===== config.mk =====
export PLATFORM = sky130hd
export DESIGN_NAME = ecf_merge
export DESIGN_NICKNAME = d
export VERILOG_FILES = /design/src/rtl/ecf_pkg.sv /design/src/rtl/ecf_merge.sv
export SDC_FILE = /design/constraint.sdc
export NUM_CORES = 1
export LEC_CHECK = 0
export BUFFER_PORTS_ARGS = -buffer_cell sky130_fd_sc_hd__buf_2
export CORE_UTILIZATION = 32
export DETAILED_ROUTE_END_ITERATION = 6
export PLACE_DENSITY_LB_ADDON = 0.15
export SETUP_SLACK_MARGIN = 0.4
export SLEW_MARGIN = 10
export SYNTH_ARGS = -nofsm -noshare
export SYNTH_HDL_FRONTEND = slang
export SYNTH_SLANG_ARGS = --single-unit

===== constraint.sdc =====
create_clock -name clock -period 1.7 [get_ports clock]
set_input_delay 0 -clock clock [delete_from_list [all_inputs] [get_ports clock]]
set_output_delay 0 -clock clock [all_outputs]
set_load 0.02 [all_outputs]

===== src/rtl/ecf_pkg.sv =====
`timescale 1ns / 1ps
`default_nettype none
// ecf_pkg: shared constants, register codes and control types
// for the envelope follower compressor; no dependencies

package ecf_pkg;

   // fixed-point widths
   localparam int ENV_W  = 24;   // envelope and reciprocal gain, q2.22
   localparam int MULT_W = 32;   // attack and release multipliers, q2.30
   localparam int GAIN_W = 17;   // channel gain and silence threshold, q1.16
   localparam int FIELDS = 4;    // sample fields carried by one word

   localparam logic [ENV_W-1:0] ENV_MAX  = 24'hFFFFFF;
   localparam logic [ENV_W-1:0] AMP_MIN  = 24'h200000;
   localparam logic [ENV_W-1:0] AMP_MAX  = 24'h800000;
   localparam logic [ENV_W-1:0] UNITY    = 24'h400000;
   // any envelope at or below this gives a quotient beyond the gain range
   localparam logic [ENV_W-1:0] RCP_SAT  = 24'h100000;

   localparam int RCP_STEPS = ENV_W;
   localparam int RCP_CNT_W = $clog2(RCP_STEPS + 1);

   // configuration port
   localparam int CSR_IDX_W  = 3;
   localparam int CSR_DATA_W = 32;
   localparam logic [CSR_IDX_W-1:0] CSR_ENABLE    = 3'd0;
   localparam logic [CSR_IDX_W-1:0] CSR_ATTACK    = 3'd1;
   localparam logic [CSR_IDX_W-1:0] CSR_RELEASE   = 3'd2;
   localparam logic [CSR_IDX_W-1:0] CSR_CH_GAIN   = 3'd3;
   localparam logic [CSR_IDX_W-1:0] CSR_THRESHOLD = 3'd4;

   localparam logic [MULT_W-1:0] MULT_RESET   = 32'h40000000;
   localparam logic [GAIN_W-1:0] CH_GAIN_RESET = 17'h10000;
   localparam logic [GAIN_W-1:0] THRESH_RESET  = 17'h00001;

   typedef struct packed {
      logic load;
      logic mute;
   } ecf_merge_ctl_type;

endpackage

`default_nettype wire


===== src/rtl/ecf_merge.sv =====
`timescale 1ns / 1ps
`default_nettype none
// ecf_merge: gathers lane results and gain into the output word register,
// applies muting and zero fill for absent channels; depends on ecf_pkg

module ecf_merge #(
   parameter int CHANNELS     = 4,
   parameter int SAMPLE_WIDTH = 24,
   parameter int OUT_W        = 128
) (
   input  wire logic                                     clock,
   input  wire logic                                     reset,
   input  wire ecf_pkg::ecf_merge_ctl_type               ctl,
   input  wire logic [CHANNELS-1:0][SAMPLE_WIDTH-1:0]    lane_res,
   input  wire logic [ecf_pkg::ENV_W-1:0]                gain,
   input  wire logic                                     rsp_tready,
   output logic                                          rsp_tvalid,
   output logic [OUT_W-1:0]                              rsp_tdata,
   output logic                                          free
);
   import ecf_pkg::*;

   localparam int PACK_W = FIELDS * SAMPLE_WIDTH + ENV_W;

   logic [FIELDS-1:0][SAMPLE_WIDTH-1:0] chan;
   logic [OUT_W-1:0]                    data_ff, data_in;
   logic                                valid_ff, valid_in;

   for (genvar c = 0; c < FIELDS; c++) begin : g_chan
      if (c < CHANNELS) begin : g_live
         assign chan[c] = ctl.mute ? '0 : lane_res[c];
      end else begin : g_absent
         assign chan[c] = '0;
      end
   end

   always_comb begin
      free     = !valid_ff || rsp_tready;
      data_in  = OUT_W'({gain, chan});
      valid_in = valid_ff && !rsp_tready;
      if (ctl.load) begin
         valid_in = 1'b1;
      end
   end

   always_ff @(posedge clock) begin
      if (reset) begin
         valid_ff <= 1'b0;
      end else begin
         valid_ff <= valid_in;
      end
      if (ctl.load) begin
         data_ff <= data_in;
      end
   end

   assign rsp_tvalid = valid_ff;
   assign rsp_tdata  = data_ff;

   // keeps the packing width tied to the port width
   if (PACK_W > OUT_W) begin : g_bad_width
      $error("output word narrower than its fields");
   end

endmodule

`default_nettype wire


==> results.md <==
- Gpl congestion: 0.700
- Clock power frac: 45.7%
- CP Capture Type: flop
- Multi-input logic area: about 640 um2
- Maximum clock rate: 888 MHz
- Comb power frac: 12.6%
- Crit path DAT: 1470 ps
- Gr usage total: approximately 15%
- Synth top area cells: edfxtp_1, nor2b_1, buf_4
- Clk pin slew, worst setup/hold paths: ~50 ps
- Die Wd: 119 um
- Fin cells: 807
- Final Skew: 0 ps
- Startpoint types: flop
- Storage element area: 3620 um2
- Syn. warnings: 0
- Clock Root Buffer: clkbuf_16
- Nets: 743
- Gr ovfl total: 0
- #FFs+latches synth: 121
- R2r startpoint: rsp_tvalid$_SDFF_PP0_
- Leading area contributor after synthesis: edfxtp_1
- Worst min path class: primary input to flop
- Port Buffers: 246
- # fillers: 1064
- Core Area: 13300 um2
- CTS sink count: roughly 120
- Initial drt markers: roughly 140
- CTS Buffer Depth: 2
- Final setup fails: 0
- Initial antenna violation count: 0
- Post-layout min period: 1130 ps
- Die ar.: 14200 um2
- Post_cts resized: 0
- Inserted Clock Buffers: 17
- Initial Utilization: 32.9%
- Unrepaired setup endpoints after global routing: false
- P&R area growth vs syn: 74.6%
- Setup TNS Final: 0 ps
- DRT Wirelength: about 11000 um
- DRT Pass-1 Iters: 4
- Routed Antenna Nets: 0
- Mapped Cells: 239
- Sequential power share: a little over two fifths
- Placed instance count: ~650
- Largest net degree at the start of global routing: 97
- Sequential area share after synthesis: 82.7%
- Vias in the first global route: 3343
- Max_cap viols: 0
- Run status: finished, final reports clean
- Latest clock arrival within the worst-skew pair: 400 ps
- Diode count: 0
- Vias per inst: 4.07
- Max_slew headroom: 57.7%
- Most frequent cells in the layout: buf_2, dlygate4sd3_1, edfxtp_1
- Vias: 3288
- HPWL after DPL: 6310 um
- CTS tree: done
- Setup CP Type: flop to flop
- Wire length of the first global-routing pass: 16200 um
- DR DRC count: 0
- Worst hold path startpoint: ctl[1]
- Required time worst endpoint: 2040 ps
- Share of layout cells above drive strength 1: between 40% and 50%
- Slew of the pin with the lowest slew margin: 634 ps
- Ports: 255
- Core Util, Final: roughly 58%
- Post-Syn Area: 4380 um2
- Synth unique cells: 10
- Maximum VDD drop: 0.622 mV
- Pint: 6.77 mW
- Max Slew Vio Count: 0
- Final Cycle Share: 66.3%
- Lkg Pwr: 3.23 nW
- Site Rows: 42
- Htree depth: 4
- Syn avg cell area: 18.3 um2
- Sw Share: 21.8%
- NetSw: 1.88 mW
- Final hold viol count: 0
- Chip Height: 119 um
- Drt wl/cell: between 10 and 15 um
- Top-area cell type share of the netlist area: 82.3%
- Crit. Startpoint: rsp_tvalid$_SDFF_PP0_
- Most common cell after layout, fill and taps aside: buf_2
- CP Max Fanout: 2
- Power Density: 1130 nW/um2
==> final timing paths <==
path         depth (start not counted)  slack (ps)                           to
max                                  3         570        rsp_tvalid$_SDFF_PP0_
min                                  2         140  rsp_tdata[10]$_SDFFCE_PP0P_
max reg2reg                          3         570        rsp_tvalid$_SDFF_PP0_
min reg2reg                          3        1040        rsp_tvalid$_SDFF_PP0_
==> power groups by stage <==
stage | clock [mW] | combinational [mW] | sequential (mW)
floorplan | 0 | 0.147 | 3.98
global placement | 0 | 0.874 | 3.65
detailed placement | 0 | 0.878 | 3.66
CTS | 4.04 | 1.10 | 3.60
global route | 4.19 | 1.17 | 3.62
finish | 3.96 | 1.09 | 3.60
==> cell families after synthesis <==
logic type      Yosys count  share of synthesized area, %
flops                   121                          82.7
other cells               1                        0.0856
buf+inv                  19                          3.23
compound gates            1                         0.114
simple gates             97                          13.9
==> cells in the mapped netlist <==
master and n:
a21oi_1 1, dfxtp_1 1, inv_1 1, nand2b_1 1, edfxtp_1 120, buf_4 9
nor2b_1 96, conb_1 1, buf_6 4, buf_2 5
==> worst max-delay path, stage by stage (launching register included) <==
cell           delay [ps]
dfxtp_1               320
nand2b_1               70
a21oi_1               130
dlygate4sd3_1         550
==> sequential cells by signal, summed over array words and instances (netlist names) <==
signal,flops
rsp_tdata,120
rsp_tvalid,1
==> metal layers <==
metal | vias to the layer above | track usage, % | share of wire (%)
met5 | - | 0 | 0
met4 | 0 | 8.31 | 2.4
met3 | 24 | 5.89 | 8.9
met2 | 168 | 25.1 | 48
met1 | 1506 | 17.0 | 41
li1 | 1590 | - | -
==> cell type report <==
type / instances / area share [%]
repair buffers: 371 / 32.7
inverters: 1 / 0.0491
multi-input cells: 106 / 8.39
well taps: 176 / 2.88
clock inverters: 15 / 3.01
clock buffers: 17 / 5.56
flip-flops and latches: 121 / 47.4
==> timing repair <==
| item | CTS | global route |
|---|---|---|
| endpoints found under the hold margin | 121 | 0 |
| buffers inserted | 0 | 0 |
| hold buffers | 122 | 0 |
==> stage by stage <==
step	setup WS [ps]	area (um2)	power [mW]	hold WS [ps]
2_1_floorplan	846	4410	4.12	69.1
3_3_place_gp	682	5770	4.53	155
3_5_place_dp	670	5770	4.54	162
4_1_cts	573	7650	8.74	140
5_1_grt	496	7650	8.97	141
6_report	574	7650	8.65	138
No activity file was read; power rests on OpenSTA's default activity.
