===== src/rtl/ecf_pkg.sv =====
`timescale 1ns / 1ps
`default_nettype none
// ecf_pkg: shared constants, register codes and control types
// for the envelope follower compressor; no dependencies

package ecf_pkg;

   // fixed-point widths
   localparam int ENV_W  = 24;   // envelope and reciprocal gain, q2.22
   localparam int MULT_W = 32;   // attack and release multipliers, q2.30
   localparam int GAIN_W = 17;   // channel gain and silence threshold, q1.16
   localparam int FIELDS = 4;    // sample fields carried by one word

   localparam logic [ENV_W-1:0] ENV_MAX  = 24'hFFFFFF;
   localparam logic [ENV_W-1:0] AMP_MIN  = 24'h200000;
   localparam logic [ENV_W-1:0] AMP_MAX  = 24'h800000;
   localparam logic [ENV_W-1:0] UNITY    = 24'h400000;
   // any envelope at or below this gives a quotient beyond the gain range
   localparam logic [ENV_W-1:0] RCP_SAT  = 24'h100000;

   localparam int RCP_STEPS = ENV_W;
   localparam int RCP_CNT_W = $clog2(RCP_STEPS + 1);

   // configuration port
   localparam int CSR_IDX_W  = 3;
   localparam int CSR_DATA_W = 32;
   localparam logic [CSR_IDX_W-1:0] CSR_ENABLE    = 3'd0;
   localparam logic [CSR_IDX_W-1:0] CSR_ATTACK    = 3'd1;
   localparam logic [CSR_IDX_W-1:0] CSR_RELEASE   = 3'd2;
   localparam logic [CSR_IDX_W-1:0] CSR_CH_GAIN   = 3'd3;
   localparam logic [CSR_IDX_W-1:0] CSR_THRESHOLD = 3'd4;

   localparam logic [MULT_W-1:0] MULT_RESET   = 32'h40000000;
   localparam logic [GAIN_W-1:0] CH_GAIN_RESET = 17'h10000;
   localparam logic [GAIN_W-1:0] THRESH_RESET  = 17'h00001;

   typedef struct packed {
      logic load;
      logic mute;
   } ecf_merge_ctl_type;

endpackage

`default_nettype wire


===== src/rtl/ecf_lane.sv =====
`timescale 1ns / 1ps
`default_nettype none
// ecf_lane: one channel lane, |sample| * gain * channel gain >> 38 with
// sign and saturation over three registered stages; depends on ecf_pkg

module ecf_lane #(
   parameter int SAMPLE_WIDTH = 24
) (
   input  wire logic                       clock,
   input  wire logic                       reset,
   input  wire logic                       start,
   input  wire logic [SAMPLE_WIDTH-1:0]    sample,
   input  wire logic [ecf_pkg::ENV_W-1:0]  gain,
   input  wire logic [ecf_pkg::GAIN_W-1:0] chan_gain,
   output logic                            done,
   output logic [SAMPLE_WIDTH-1:0]         result
);
   import ecf_pkg::*;

   localparam int A_W   = SAMPLE_WIDTH + ENV_W;
   localparam int HI_W  = A_W - 32;
   localparam int HP_W  = HI_W + GAIN_W;
   localparam int LP_W  = 32 + GAIN_W;
   localparam int SUM_W = HP_W + 1;
   localparam int S_W   = SUM_W - 6;

   logic                    v1_ff, v2_ff, done_ff;
   logic                    neg1_ff, neg1_in, neg2_ff;
   logic [SAMPLE_WIDTH-1:0] mag;
   logic [A_W-1:0]          a_ff, a_in;
   logic [LP_W-1:0]         lo_ff, lo_in;
   logic [HP_W-1:0]         hi_ff, hi_in;
   logic [SUM_W-1:0]        sum;
   logic [S_W-1:0]          scaled, lim, sat;
   logic [SAMPLE_WIDTH-1:0] res_mag;
   logic [SAMPLE_WIDTH-1:0] result_ff, result_in;

   // stage 1: magnitude times reciprocal gain
   always_comb begin
      neg1_in = sample[SAMPLE_WIDTH-1];
      mag     = neg1_in ? (~sample + 1'b1) : sample;
      a_in    = A_W'(mag) * A_W'(gain);
   end

   // stage 2: split product times channel gain
   always_comb begin
      lo_in = LP_W'(a_ff[31:0]) * LP_W'(chan_gain);
      hi_in = HP_W'(a_ff[A_W-1:32]) * HP_W'(chan_gain);
   end

   // stage 3: recombine, shift, saturate, restore sign
   always_comb begin
      sum     = SUM_W'(hi_ff) + SUM_W'(lo_ff[LP_W-1:32]);
      scaled  = sum[SUM_W-1:6];
      lim     = S_W'({1'b0, {(SAMPLE_WIDTH-1){1'b1}}}) + S_W'(neg2_ff);
      sat     = (scaled > lim) ? lim : scaled;
      res_mag = sat[SAMPLE_WIDTH-1:0];
      result_in = neg2_ff ? (~res_mag + 1'b1) : res_mag;
   end

   always_ff @(posedge clock) begin
      if (reset) begin
         v1_ff   <= 1'b0;
         v2_ff   <= 1'b0;
         done_ff <= 1'b0;
      end else begin
         v1_ff   <= start;
         v2_ff   <= v1_ff;
         done_ff <= v2_ff;
      end
      if (start) begin
         a_ff    <= a_in;
         neg1_ff <= neg1_in;
      end
      if (v1_ff) begin
         lo_ff   <= lo_in;
         hi_ff   <= hi_in;
         neg2_ff <= neg1_ff;
      end
      if (v2_ff) begin
         result_ff <= result_in;
      end
   end

   assign done   = done_ff;
   assign result = result_ff;

endmodule

`default_nettype wire


===== config.mk =====
export PLATFORM = sky130hd
export DESIGN_NAME = ecf_lane
export DESIGN_NICKNAME = d
export VERILOG_FILES = /design/src/rtl/ecf_pkg.sv /design/src/rtl/ecf_lane.sv
export SDC_FILE = /design/constraint.sdc
export NUM_CORES = 2
export LEC_CHECK = 0
export BUFFER_PORTS_ARGS = -buffer_cell sky130_fd_sc_hd__buf_4
export CAP_MARGIN = 20
export CORE_ASPECT_RATIO = 0.7
export CORE_UTILIZATION = 40
export CTS_BUF_LIST = sky130_fd_sc_hd__clkbuf_4 sky130_fd_sc_hd__clkbuf_8
export DETAILED_ROUTE_END_ITERATION = 16
export GPL_TIMING_DRIVEN = 0
export PLACE_DENSITY_LB_ADDON = 0.05
export SYNTH_ARGS = -nofsm -noshare
export SYNTH_HDL_FRONTEND = slang
export SYNTH_SLANG_ARGS = --single-unit

===== constraint.sdc =====
create_clock -name clock -period 12.11 [get_ports clock]
set_input_delay 0 -clock clock [delete_from_list [all_inputs] [get_ports clock]]
set_output_delay 0 -clock clock [all_outputs]
set_load 0.01 [all_outputs]

==> metrics.md <==
| Metric | Value |
|---|---|
| Status | `complete, no violations` |
| Dominant cells by area after synthesis | `fa_1 45%, ha_1 11%, inv_1 9.3%, edfxtp_1 7.4%, and2_1 7.0%` |
| Worst setup path start | `sample[0]` |
| Vias per cell | `5.155` |
| Ys async rst share | `0%` |
| Largest area contributor in the synthesized netlist | `fa_1` |
| Max-slew violation count | `0` |
| RSZ-0062 raised after global routing | `false` |
| Sequential-to-total area share from yosys stat | `7.473%` |
| Adder-cell share of the synthesized area | `55.90%` |
| Setup violators final | `0` |
| CP required | `12.40 ns` |
| Layout cells sized above 1 | `2.853%` |
| Drc violations | `0` |
| Num CTS Buffers | `17` |
| Synth warn | `0` |
| DR iter-0 viols | `2773` |
| Largest family of logic cells by synthesized area | `adder cells` |
| Initial antenna violation count | `22` |
| Setup crit end kind | `flip-flop` |
| Crit path time final | `10.21 ns` |
| Final Hold Viols | `0` |
| GPL Wtd Cong | `0.9269` |
| Post-CTS setup buffers | `0` |
| Post-Route WL | `174000 microns` |
| Fin Clk Skew | `0.02802 ns` |
| Synth-to-Final Area Change | `6.531%` |
| DR pass1 iterations | `5` |
| Syn Inst Count | `5590` |
| Post-synthesis mux area share | `0.2817%` |
| Grt total ovfl | `0` |
| IO Port Bufs | `74` |
| CTS clk-pin slew, worst paths | `0.10 ns` |
| Commonest cells after routing, fill and taps aside | `1261 x inv_1, 1137 x fa_1, 927 x nand2_1` |
| Worst path max stage delay | `0.98 ns` |
| Worst-margin pin slew | `1.236 ns` |
| Synth unique cells | `92` |
| Starting Density | `40.60%` |
| FF-to-FF setup slack | `3.35 ns` |
| Post-Syn Area per Cell | `9.058 sq um` |
| Chip height | `299.7 microns` |
| Global Route Usage Sum | `28.07%` |
| CTS tree | `yes` |
| Die Wd | `427.2 microns` |
| Fmax | `0.09796 GHz` |
| HP Start | `reset` |
| DP HPWL | `147200 microns` |
| Row count | `108` |
| Clock Path Buffers | `2` |
| # H-tree levels | `4` |
| EDFF count, synth | `124` |
| DIE AREA | `0.1280 sq mm` |
| CTS root buf | `clkbuf_8` |
| Vias in the first global route | `39910` |
| CP max stage cell | `xor2_1` |
| Critical path fanouts, max | `10` |
| Post-synthesis cell area | `0.05063 sq mm` |
| Largest net degree at the start of global routing | `51` |
| Setup TNS | `0 ns` |
| Xor/xnor share of the synthesized area | `2.007%` |
| Global-route wire length before repair | `262600 microns` |
| DR vias | `38000` |
| Max-slew headroom | `17.04%` |
| Reg2reg start | `a_ff[11]$_DFFE_PP_` |
| TritonCTS sink count | `127` |
| Final antenna-violating net count | `0` |
| Min-Delay Path Class | `in2reg` |
| Setup CP Type | `in2reg` |
| Commonest non-fill, non-tap cell in the layout | `inv_1` |
| Number of synthesized register bits | `127` |
| Startpoint types | `input pin` |
| Simple-gate share of the synthesized area | `17.18%` |
| Wire length per cell | `23.61 microns` |
| Maxcap violations | `0` |
| Critical path arrival | `10.50 ns` |
| Core Box Area | `0.1247 sq mm` |
| Nets | `7348` |
| Area share of the largest cell type after synthesis | `44.95%` |
| Net Count, Synth | `7238` |
| Ports | `93` |
| Filler cells | `12650` |
| Complex-gate fraction of the synthesized area | `5.646%` |
| Clock Latency Late Sink | `0.55 ns` |
| CP dominant cell by count | `fa_1` |
| Crit share post-route | `84.30%` |
| Primary FF master, synth | `edfxtp_1` |
## cells by family (layout without fill, tap and decap cells)
| family | Yosys count | in the layout |
|---|---|---|
| AND/OR/NAND/NOR | 1789 | 1789 |
| adder cells (fa/ha/maj) | 1580 | 1580 |
| buffers and inverters | 1542 | 1665 |
| AO/OA/AOI/OAI | 422 | 422 |
| flip-flops | 127 | 127 |
| XOR/XNOR | 116 | 116 |
| multiplexers | 14 | 14 |
| other | 0 | 8 |
## timing repair
item,4_1_cts,5_1_grt
hold endpoints to repair,10,0
hold buffers,4,0
gates resized for setup,0,0
## synth_stat cells, types with 16 or more instances
library cell and n:
inv_1 1261, fa_1 1137, nand2_1 927, and2_1 570, ha_1 443, clkbuf_1 274
edfxtp_1 124, a21oi_1 112, xnor2_1 81, nor2_1 73, o21ai_0 65, a21o_1 59
nor3_1 41, nand3_1 37, xor2_1 35, o21a_1 25, nand4_1 22, o211ai_1 18
a211oi_1 16, and3_1 16, nor2b_1 16
## path summary, 6_finish.rpt
path,to,cells past startpoint
worst min-delay path,v1_ff$_SDFF_PP0_,3
worst max register to register,lo_ff[48]$_DFFE_PP_,20
worst max-delay path,a_ff[44]$_DFFE_PP_,29
worst min register to register,neg2_ff$_DFFE_PP_,0
## state kept, by name (all words and copies together) (netlist names)
| signal | flops |
|---|---|
| neg1_ff | 1 |
| v2_ff | 1 |
| hi_ff | 33 |
| v1_ff | 1 |
| result | 24 |
| a_ff | 48 |
| neg2_ff | 1 |
| lo_ff | 17 |
| done | 1 |
## routing by layer
| layer | wire length (microns) | track usage (%) |
|---|---|---|
| met5 | 0 | 0 |
| met2 | 70150 | 39.21 |
| met4 | 1525 | 3.002 |
| met3 | 16180 | 7.281 |
| met1 | 86170 | 44.29 |
## worst max-delay path, delay by kind of cell
family,cells,cell delay [ns]
adders and majority gates,9,3.77
xor gates and xnor gates,1,0.98
buffers and inverters,8,2.17
and+or+nand+nor,4,0.99
AOI/OAI and AO/OA,7,2.55
## layout make-up
| class | count | area, sq um | share of cell area (%) |
|---|---|---|---|
| Multi-Input combinational cell | 3921 | 41040 | 76.09 |
| Inverter | 1261 | 4733 | 8.775 |
| Sequential cell | 127 | 3785 | 7.017 |
| Tap cell | 1650 | 2064 | 3.827 |
| Buffer | 281 | 1097 | 2.034 |
| Timing Repair Buffer | 91 | 770.7 | 1.429 |
| Clock buffer | 17 | 234.0 | 0.4338 |
| Clock inverter | 15 | 193.9 | 0.3595 |
| Antenna cell | 8 | 20.02 | 0.03711 |
## metrics by stage
stage	std cells	utilization (%)	worst slack [ns]	hold slack (ns)	area, sq um
after floorplan	5590	-	3.662	0.07161	50630
after global placement	7314	42.70	0.6549	0.1970	53250
after detailed placement	7322	42.79	0.9997	0.1934	53370
after CTS	7358	43.16	1.570	0.1058	53840
after global routing	7364	43.23	1.531	0.1384	53920
final	7371	43.25	1.901	0.1549	53940
Power is not shown: default switching activity piles up to over one toggle a cycle in this logic, so the estimate is an artifact.
