### src/rtl/ecf_pkg.sv
`timescale 1ns / 1ps
`default_nettype none
// ecf_pkg: shared constants, register codes and control types
// for the envelope follower compressor; no dependencies

package ecf_pkg;

   // fixed-point widths
   localparam int ENV_W  = 24;   // envelope and reciprocal gain, q2.22
   localparam int MULT_W = 32;   // attack and release multipliers, q2.30
   localparam int GAIN_W = 17;   // channel gain and silence threshold, q1.16
   localparam int FIELDS = 4;    // sample fields carried by one word

   localparam logic [ENV_W-1:0] ENV_MAX  = 24'hFFFFFF;
   localparam logic [ENV_W-1:0] AMP_MIN  = 24'h200000;
   localparam logic [ENV_W-1:0] AMP_MAX  = 24'h800000;
   localparam logic [ENV_W-1:0] UNITY    = 24'h400000;
   // any envelope at or below this gives a quotient beyond the gain range
   localparam logic [ENV_W-1:0] RCP_SAT  = 24'h100000;

   localparam int RCP_STEPS = ENV_W;
   localparam int RCP_CNT_W = $clog2(RCP_STEPS + 1);

   // configuration port
   localparam int CSR_IDX_W  = 3;
   localparam int CSR_DATA_W = 32;
   localparam logic [CSR_IDX_W-1:0] CSR_ENABLE    = 3'd0;
   localparam logic [CSR_IDX_W-1:0] CSR_ATTACK    = 3'd1;
   localparam logic [CSR_IDX_W-1:0] CSR_RELEASE   = 3'd2;
   localparam logic [CSR_IDX_W-1:0] CSR_CH_GAIN   = 3'd3;
   localparam logic [CSR_IDX_W-1:0] CSR_THRESHOLD = 3'd4;

   localparam logic [MULT_W-1:0] MULT_RESET   = 32'h40000000;
   localparam logic [GAIN_W-1:0] CH_GAIN_RESET = 17'h10000;
   localparam logic [GAIN_W-1:0] THRESH_RESET  = 17'h00001;

   typedef struct packed {
      logic load;
      logic mute;
   } ecf_merge_ctl_type;

endpackage

`default_nettype wire

### src/rtl/ecf_recip.sv
`timescale 1ns / 1ps
`default_nettype none
// ecf_recip: iterative restoring divider giving floor(2^44 / envelope),
// one quotient bit a cycle; depends on ecf_pkg

module ecf_recip (
   input  wire logic                      clock,
   input  wire logic                      reset,
   input  wire logic                      start,
   input  wire logic [ecf_pkg::ENV_W-1:0] divisor,
   output logic                           done,
   output logic [ecf_pkg::ENV_W-1:0]      quotient
);
   import ecf_pkg::*;

   logic                 busy_ff, busy_in;
   logic                 done_ff, done_in;
   logic [RCP_CNT_W-1:0] cnt_ff, cnt_in;
   logic [ENV_W-1:0]     rem_ff, rem_in;
   logic [ENV_W-1:0]     quo_ff, quo_in;
   logic [ENV_W-1:0]     div_ff, div_in;
   logic [ENV_W:0]       trial;

   always_comb begin
      busy_in = busy_ff;
      done_in = 1'b0;
      cnt_in  = cnt_ff;
      rem_in  = rem_ff;
      quo_in  = quo_ff;
      div_in  = div_ff;
      trial   = {rem_ff, 1'b0};
      if (start) begin
         div_in = divisor;
         if (divisor <= RCP_SAT) begin
            quo_in  = ENV_MAX;
            done_in = 1'b1;
         end else begin
            // dividend bits above the quotient range: 2^44 >> 24
            rem_in  = RCP_SAT;
            quo_in  = '0;
            cnt_in  = RCP_CNT_W'(RCP_STEPS);
            busy_in = 1'b1;
         end
      end else if (busy_ff) begin
         if (trial >= {1'b0, div_ff}) begin
            rem_in = ENV_W'(trial - {1'b0, div_ff});
            quo_in = {quo_ff[ENV_W-2:0], 1'b1};
         end else begin
            rem_in = trial[ENV_W-1:0];
            quo_in = {quo_ff[ENV_W-2:0], 1'b0};
         end
         cnt_in = cnt_ff - 1'b1;
         if (cnt_ff == RCP_CNT_W'(1)) begin
            busy_in = 1'b0;
            done_in = 1'b1;
         end
      end
   end

   always_ff @(posedge clock) begin
      if (reset) begin
         busy_ff <= 1'b0;
         done_ff <= 1'b0;
         cnt_ff  <= '0;
      end else begin
         busy_ff <= busy_in;
         done_ff <= done_in;
         cnt_ff  <= cnt_in;
      end
      rem_ff <= rem_in;
      quo_ff <= quo_in;
      div_ff <= div_in;
   end

   assign done     = done_ff;
   assign quotient = quo_ff;

endmodule

`default_nettype wire

### config.mk
export PLATFORM = sky130hd
export DESIGN_NAME = ecf_recip
export DESIGN_NICKNAME = d
export VERILOG_FILES = /design/src/rtl/ecf_pkg.sv /design/src/rtl/ecf_recip.sv
export SDC_FILE = /design/constraint.sdc
export NUM_CORES = 1
export LEC_CHECK = 0
export BUFFER_PORTS_ARGS = -buffer_cell sky130_fd_sc_hd__buf_4
export CELL_PAD_IN_SITES_DETAIL_PLACEMENT = 1
export CELL_PAD_IN_SITES_GLOBAL_PLACEMENT = 1
export CORE_UTILIZATION = 50
export CTS_CLUSTER_DIAMETER = 50
export DETAILED_ROUTE_END_ITERATION = 8
export GPL_ROUTABILITY_DRIVEN = 0
export MAX_ROUTING_LAYER = met4
export PLACE_DENSITY_LB_ADDON = 0.1
export SYNTH_ARGS = -nofsm -noshare
export SYNTH_HDL_FRONTEND = slang
export SYNTH_SLANG_ARGS = --single-unit
### constraint.sdc
create_clock -name clock -period 3.8 [get_ports clock]
set_input_delay 0.76 -clock clock [delete_from_list [all_inputs] [get_ports clock]]
set_output_delay 0.76 -clock clock [all_outputs]
set_load 0.02 [all_outputs]
==> results of run 1 <==
## cell families after synthesis
group | Yosys count
simple gates | 120
compound gates | 118
flops | 79
buf+inv | 74
fa+ha+maj | 27
xor+xnor | 18
mux | 6
## registers in the layout, indices dropped and copies added (netlist names)
signal    cells
div_ff       24
quotient     24
rem_ff       24
cnt_ff        5
busy_ff       1
done          1
## area by class of cell
cell class / count / area, µm² / share of cell area
clock buffer: 9 / 124 / 0.0240
clock inverter: 7 / 55.1 / 0.0107
inverter: 58 / 218 / 0.0422
multi-input combinational: 289 / 1920 / 0.371
sequential: 79 / 2300 / 0.446
tap: 108 / 135 / 0.0262
timing repair buffer: 55 / 413 / 0.0800
## report_power, final
group | total (W) | switching, W | internal (W)
clock network | 0.000595 | 0.000350 | 0.000244
registers | 0.00127 | 0.000101 | 0.00117
logic | 0.00169 | 0.00101 | 0.000676
total | 0.00356 | 0.00147 | 0.00209
## synth_stat cells (5+ instances only)
| cell type | instances |
|---|---|
| nand4_1 | 6 |
| xnor2_1 | 13 |
| nor2_1 | 27 |
| nor2b_1 | 5 |
| nor3_1 | 5 |
| inv_1 | 58 |
| ha_1 | 26 |
| a21oi_1 | 40 |
| edfxtp_1 | 72 |
| o21ai_1 | 6 |
| o21ai_0 | 30 |
| clkbuf_1 | 8 |
| nand2_1 | 45 |
| xor2_1 | 5 |
| mux2i_1 | 6 |
| dfxtp_1 | 7 |
| nand3_1 | 7 |
| a21o_1 | 8 |
## worst max-delay path by stage
stage | endpoint | slack, ns | cells past startpoint
2_1_floorplan | rem_ff[0] | 1.06 | 7
3_3_place_gp | rem_ff[5] | 0.63 | 7
3_5_place_dp | rem_ff[5] | 0.49 | 8
4_1_cts | rem_ff[22] | 0.62 | 10
5_1_grt | rem_ff[17] | 0.47 | 10
6_report | rem_ff[22] | 0.59 | 10
## stage by stage
stage	util	hold WS (ns)	std cells	instance area [µm²]
2_1_floorplan	-	0.444	442	4530
3_3_place_gp	0.569	0.463	589	4980
3_5_place_dp	0.569	0.474	589	4980
4_1_cts	0.589	0.490	605	5160
5_1_grt	0.589	0.533	605	5160
6_report	0.589	0.490	605	5160
## critical path: cells and delay by family, from the launching register on
family / cells / cell delay (ns)
buffers and inverters: 1 / 0.30
DFF: 1 / 0.40
AOI/OAI and AO/OA: 4 / 0.93
adders and majority gates: 1 / 0.48
and+or+nand+nor: 4 / 0.94
## routing by layer
layer  routed length [µm]  global-route usage  vias up
met1                 4810               0.291     1692
met3                  475              0.0439       18
met4                  241               0.119        0
met5                    0                   -        -
met2                 5670               0.425       63
li1                     -                   -     1667
==> flow_metrics.env, run 1 <==
export IMPL_outcome="finished clean"
export IMPL_synthCells=442
export IMPL_cap_violations=0
export IMPL_grt_pass1_vias=3712
export IMPL_drc=0
export IMPL_synth_ff_type="edfxtp_1"
export IMPL_drtIter0Drc=145
export IMPL_critPathKind="reg -> reg"
export IMPL_fin_skew_ns=0.0128
export IMPL_whs_endpoint="cnt_ff[3]"
export IMPL_start_util=0.517
export IMPL_post_cts_buffers=0
export IMPL_synth_top_family_by_area="compound AO/OA/AOI/OAI gates"
export IMPL_cp_slowest_cell="ha_1"
export IMPL_cp_arrival_ns=3.40
export IMPL_yosys_warnings=0
export IMPL_rsz0062_at_grt="no"
export IMPL_ff2ff_setup_slack_ns=0.59
export IMPL_ys_ff_latch=79
export IMPL_grt_ovfl_total=0
export IMPL_worst_ir_drop_vdd_uv=286
export IMPL_dr_pass1_iters=4
export IMPL_worst_slew_pin_transition_ns=1.04
export IMPL_min_from="cnt_ff[3]"
export IMPL_die_area_mm2=0.00945
export IMPL_route_antenna_remaining_nets=0
export IMPL_period_share=0.844
export IMPL_reg2reg_to="rem_ff[22]"
export IMPL_clockBufferDepth=2
export IMPL_hp_class="reg -> reg"
export IMPL_port_buffers=51
export IMPL_cts_sinks=79
export IMPL_finalPower_w=0.00356
export IMPL_path_clk_slew_ns=0.09
export IMPL_synth_fp_nets=496
export IMPL_finalHoldViolCount=0
export IMPL_maxSlewViolCount=0
export IMPL_yosys_area_top_type_share=0.477
export IMPL_cp_slowest_stage_delay_ns=0.48
export IMPL_setup_slack_ns=0.593
export IMPL_fin_tns_setup_ns=0
export IMPL_p_leak_nw=2.22
export IMPL_drive_gt1_frac=0.171
export IMPL_grt_pass1_wl_mm=18.0
export IMPL_die_y_um=97.2
export IMPL_dr_total_vias=3440
export IMPL_wl_mm=11.2
export IMPL_rows=34
export IMPL_crit_start="rem_ff[17]"
export IMPL_required_ns=3.99
export IMPL_diodes=0
export IMPL_synth_area_leaders="edfxtp_1 48%, ha_1 7.2%, inv_1 4.8%"
export IMPL_grt_max_degree=75
export IMPL_cp_max_fo=16
export IMPL_synth_simple_area_share=0.130
export IMPL_synth_distinct_cells=59
export IMPL_synthAdderAreaFrac=0.0762
export IMPL_synth_area_per_cell_um2=10.3
export IMPL_design_core_area_mm2=0.00876
export IMPL_place_ws_ns=0.487
export IMPL_ios=52
export IMPL_grt_antenna_before_repair=0
export IMPL_synth_compound_area_share=0.169
export IMPL_clk_latency_ns=0.36
export IMPL_fmax_mhz=312
export IMPL_cts_hold_buf=0
export IMPL_yosysSeqAreaShare=0.508
export IMPL_h_tree_depth=3
export IMPL_place_hpwl_mm=7.95
export IMPL_worst_setup_path_end_kind="flop"
export IMPL_r2r_start="rem_ff[17]"
export IMPL_r2r_cells=10
export IMPL_holdPathStages=1
export IMPL_cts_resized_gates=0
export IMPL_viasPerCell=5.69
export IMPL_syn_area_mm2=0.00453
export IMPL_worst_setup_path_start_kind="flop"
export IMPL_cts_buffers=9
export IMPL_mostFrequentLayoutCells="72 x edfxtp_1, 58 x inv_1, 55 x buf_4"
export IMPL_wl_per_cell_um=18.5
export IMPL_slew_headroom=0.307
export IMPL_grt_use_total=0.252
export IMPL_cts_tree="done"
export IMPL_cp_cell_sequence="ha_1 -> and3_1 -> nand2_1 -> nor4_2 -> a211oi_1 -> and3_4 -> a21oi_4 -> buf_4 -> o21ai_1 -> a21oi_1"
export IMPL_synth_edf_count=72
export IMPL_p_per_area_mw_per_mm2=689
export IMPL_fin_crit_ns=3.21
export IMPL_die_x_um=97.2
export IMPL_layout_area_overhead_vs_synth_pct=14.0
export IMPL_synth_xor_area_frac=0.0348
export IMPL_nets=546
export IMPL_synthMuxAreaShare=0.0133
export IMPL_ys_async_sr_fraction=0
export IMPL_fillers=992
export IMPL_synth_area_leader_cell="edfxtp_1"
export IMPL_final_common_cell="edfxtp_1"
export IMPL_finalSetupViolCount=0
export IMPL_ctsRootBufferMaster="clkbuf_8"
(Power assumes the default switching activity.)
==> run 2, diff against run 1 <==
--- a/config.mk
+++ b/config.mk
@@ -5,10 +5,11 @@
 export SDC_FILE = /design/constraint.sdc
 export NUM_CORES = 1
 export LEC_CHECK = 0
+export ABC_AREA = 1
 export BUFFER_PORTS_ARGS = -buffer_cell sky130_fd_sc_hd__buf_4
 export CELL_PAD_IN_SITES_DETAIL_PLACEMENT = 1
 export CELL_PAD_IN_SITES_GLOBAL_PLACEMENT = 1
-export CORE_UTILIZATION = 50
+export CORE_UTILIZATION = 44
 export CTS_CLUSTER_DIAMETER = 50
 export DETAILED_ROUTE_END_ITERATION = 8
 export GPL_ROUTABILITY_DRIVEN = 0
==> constraint.sdc (replaced) <==
create_clock -name clock -period 3.2 [get_ports clock]
set_input_delay 0.64 -clock clock [delete_from_list [all_inputs] [get_ports clock]]
set_output_delay 0.64 -clock clock [all_outputs]
set_load 0.02 [all_outputs]
==> flow_metrics.env, run 2 <==
export IMPL_synth_edf_count=72
export IMPL_synth_area_per_cell_um2=7.46
export IMPL_cp_arrival_ns=2.80
export IMPL_route_antenna_remaining_nets=0
export IMPL_worst_setup_path_end_kind="flop"
export IMPL_fin_util=0.536
export IMPL_p_sw_frac=0.424
export IMPL_synth_fp_nets=734
export IMPL_path_clk_slew_ns=0.06
export IMPL_mostFrequentLayoutCells="249 x nand2_1, 122 x inv_1, 77 x nor2_1"
export IMPL_synth_most_common_cell="nand2_1"
export IMPL_cp_slowest_stage_delay_ns=0.43
export IMPL_fin_skew_ns=0.00557
export IMPL_place_hpwl_mm=10.7
export IMPL_synth_area_leaders="edfxtp_1 43%, nand2_1 18%, inv_1 9.0%"
export IMPL_p_int_w=0.00284
export IMPL_cp_max_fo=29
export IMPL_p_switching_w=0.00209
export IMPL_die_x_um=109
export IMPL_fin_crit_ns=2.69
export IMPL_clockBufferDepth=2
export IMPL_grt_use_total=0.258
export IMPL_die_area_mm2=0.0120
export IMPL_fillers=1397
export IMPL_slew_headroom=0.289
export IMPL_viasPerCell=4.98
export IMPL_worst_slew_pin_transition_ns=1.06
export IMPL_design_core_area_mm2=0.0110
export IMPL_grt_ovfl_total=0
export IMPL_synth_ff_type="edfxtp_1"
export IMPL_netlist_top_cells_count="249 x nand2_1, 122 x inv_1, 77 x nor2_1"
export IMPL_cp_cell_sequence="ha_1 -> nand2_1 -> inv_1 -> a21oi_1 -> nand3_2 -> nand2_2 -> nand3_2 -> buf_12 -> o21ai_0 -> nor2_1"
export IMPL_wl_per_cell_um=15.7
export IMPL_synth_distinct_cells=32
export IMPL_grt_max_degree=49
export IMPL_final_common_cell="nand2_1"
export IMPL_outcome="finished clean"
export IMPL_h_tree_depth=3
export IMPL_wl_mm=13.8
export IMPL_p_per_area_mw_per_mm2=835
export IMPL_grt_pass1_vias=4639
export IMPL_rsz0062_at_grt="no"
export IMPL_grt_pass1_wl_mm=22.3
export IMPL_finalHoldViolCount=0
export IMPL_cts_sinks=79
export IMPL_required_ns=3.30
export IMPL_start_util=0.460
export IMPL_clkPwrFrac=0.212
export IMPL_critPathKind="reg -> reg"
export IMPL_yosys_warnings=0
export IMPL_ys_async_sr_fraction=0
export IMPL_ys_ff_latch=79
export IMPL_pwr_share_seq=0.309
export IMPL_ctsRootBufferMaster="clkbuf_16"
export IMPL_syn_area_mm2=0.00507
export IMPL_grt_antenna_before_repair=0
export IMPL_hp_class="in -> reg"
export IMPL_worst_ir_drop_vdd_uv=572
export IMPL_die_y_um=109
export IMPL_clk_latency_ns=0.35
export IMPL_diodes=0
export IMPL_yosys_area_top_type_share=0.426
export IMPL_p_leak_nw=3.12
export IMPL_drtIter0Drc=165
export IMPL_cts_buffers=9
export IMPL_cts_tree="done"
export IMPL_dr_pass1_iters=4
export IMPL_fin_tns_setup_ns=0
export IMPL_port_buffers=51
export IMPL_cts_resized_gates=0
export IMPL_ios=52
export IMPL_dr_total_vias=4378
export IMPL_drive_gt1_frac=0.116
export IMPL_cap_violations=0
export IMPL_cp_slowest_cell="edfxtp_1"
export IMPL_place_ws_ns=0.373
export IMPL_combinationalPowerShare=0.479
export IMPL_yosysSeqAreaShare=0.454
export IMPL_period_share=0.842
export IMPL_fmax_mhz=371
export IMPL_critPathMostFrequentCell="nand3_2"
export IMPL_setup_slack_ns=0.505
export IMPL_cts_hold_buf=0
export IMPL_nets=789
export IMPL_drc=0
export IMPL_finalSetupViolCount=0
export IMPL_synthCells=680
export IMPL_synth_area_leader_cell="edfxtp_1"
export IMPL_layout_area_overhead_vs_synth_pct=16.6
export IMPL_maxSlewViolCount=0
export IMPL_post_cts_buffers=0
export IMPL_worst_setup_path_start_kind="flop"
export IMPL_rows=38
run 2: cell count changes in the layout (fill, tap and decap cells not counted), moves of 6 or more:
cell / previous run / this run
nand2_1: 45 / 249
a21oi_1: 40 / 20
clkbuf_16: 0 / 9
clkbuf_8: 9 / 1
inv_1: 58 / 122
mux2i_1: 6 / 0
nand3_1: 7 / 36
nor2_1: 27 / 77
o21ai_0: 30 / 7
a21o_1: 8 / 0
run 2: cell type report:
type                            instances  area [µm²]  share of cell area
Clock buffer                           11         243              0.0410
Clock inverter                          5        57.6             0.00973
Inverter                              123         462              0.0780
Multi-Input combinational cell        466        2240               0.379
Sequential cell                        79        2300               0.389
Tap cell                              140         175              0.0296
Timing Repair Buffer                   56         433              0.0732
run 2: layer usage:
| layer | wire length, µm | track usage | vias to the layer above |
|---|---|---|---|
| met1 | 6250 | 0.305 | 2066 |
| li1 | - | - | 2232 |
| met3 | 421 | 0.0451 | 12 |
| met4 | 274 | 0.0886 | 0 |
| met2 | 6870 | 0.445 | 68 |
| met5 | 0 | - | - |
run 2: cells by family after synthesis:
kind of cell / share of synthesized area
AO/OA/AOI/OAI: 0.0316
XOR/XNOR: 0.0207
adder cells (fa/ha/maj): 0.0681
buffers and inverters: 0.104
flip-flops: 0.454
AND/OR/NAND/NOR: 0.322
run 2: worst max-delay path: cells and delay by family, from the launching register on:
kind	cells	cell delay (ns)
AOI/OAI and AO/OA	2	0.38
adders and majority gates	1	0.40
buffers and inverters	2	0.37
DFF	1	0.43
and+or+nand+nor	5	0.85
run 2: power by group through the flow:
| stage | Sequential, W | Clock [W] | Combinational, W |
|---|---|---|---|
| 4_1_cts | 0.00152 | 0.00106 | 0.00238 |
| 6_report | 0.00152 | 0.00105 | 0.00237 |
| 5_1_grt | 0.00155 | 0.00110 | 0.00268 |
| 3_5_place_dp | 0.00154 | 0 | 0.00235 |
| 2_1_floorplan | 0.00155 | 0 | 0.00170 |
| 3_3_place_gp | 0.00153 | 0 | 0.00226 |
run 2: path summary, 6_finish.rpt:
kind / start / end / slack [ns] / depth (start not counted)
worst max-delay path: rem_ff[7] / rem_ff[14] / 0.51 / 10
worst min-delay path: divisor[17] / div_ff[17] / 0.47 / 1
worst max register to register: rem_ff[7] / rem_ff[14] / 0.51 / 10
worst min register to register: busy_ff / busy_ff / 0.49 / 2
run 2: metrics by stage:
step / cells / hold slack (ns) / area, µm² / power (W)
after floorplan: 680 / 0.448 / 5070 / 0.00324
after global placement: 864 / 0.473 / 5620 / 0.00379
after detailed placement: 864 / 0.487 / 5620 / 0.00389
after CTS: 880 / 0.463 / 5920 / 0.00497
after global routing: 880 / 0.468 / 5920 / 0.00533
final: 880 / 0.473 / 5920 / 0.00494
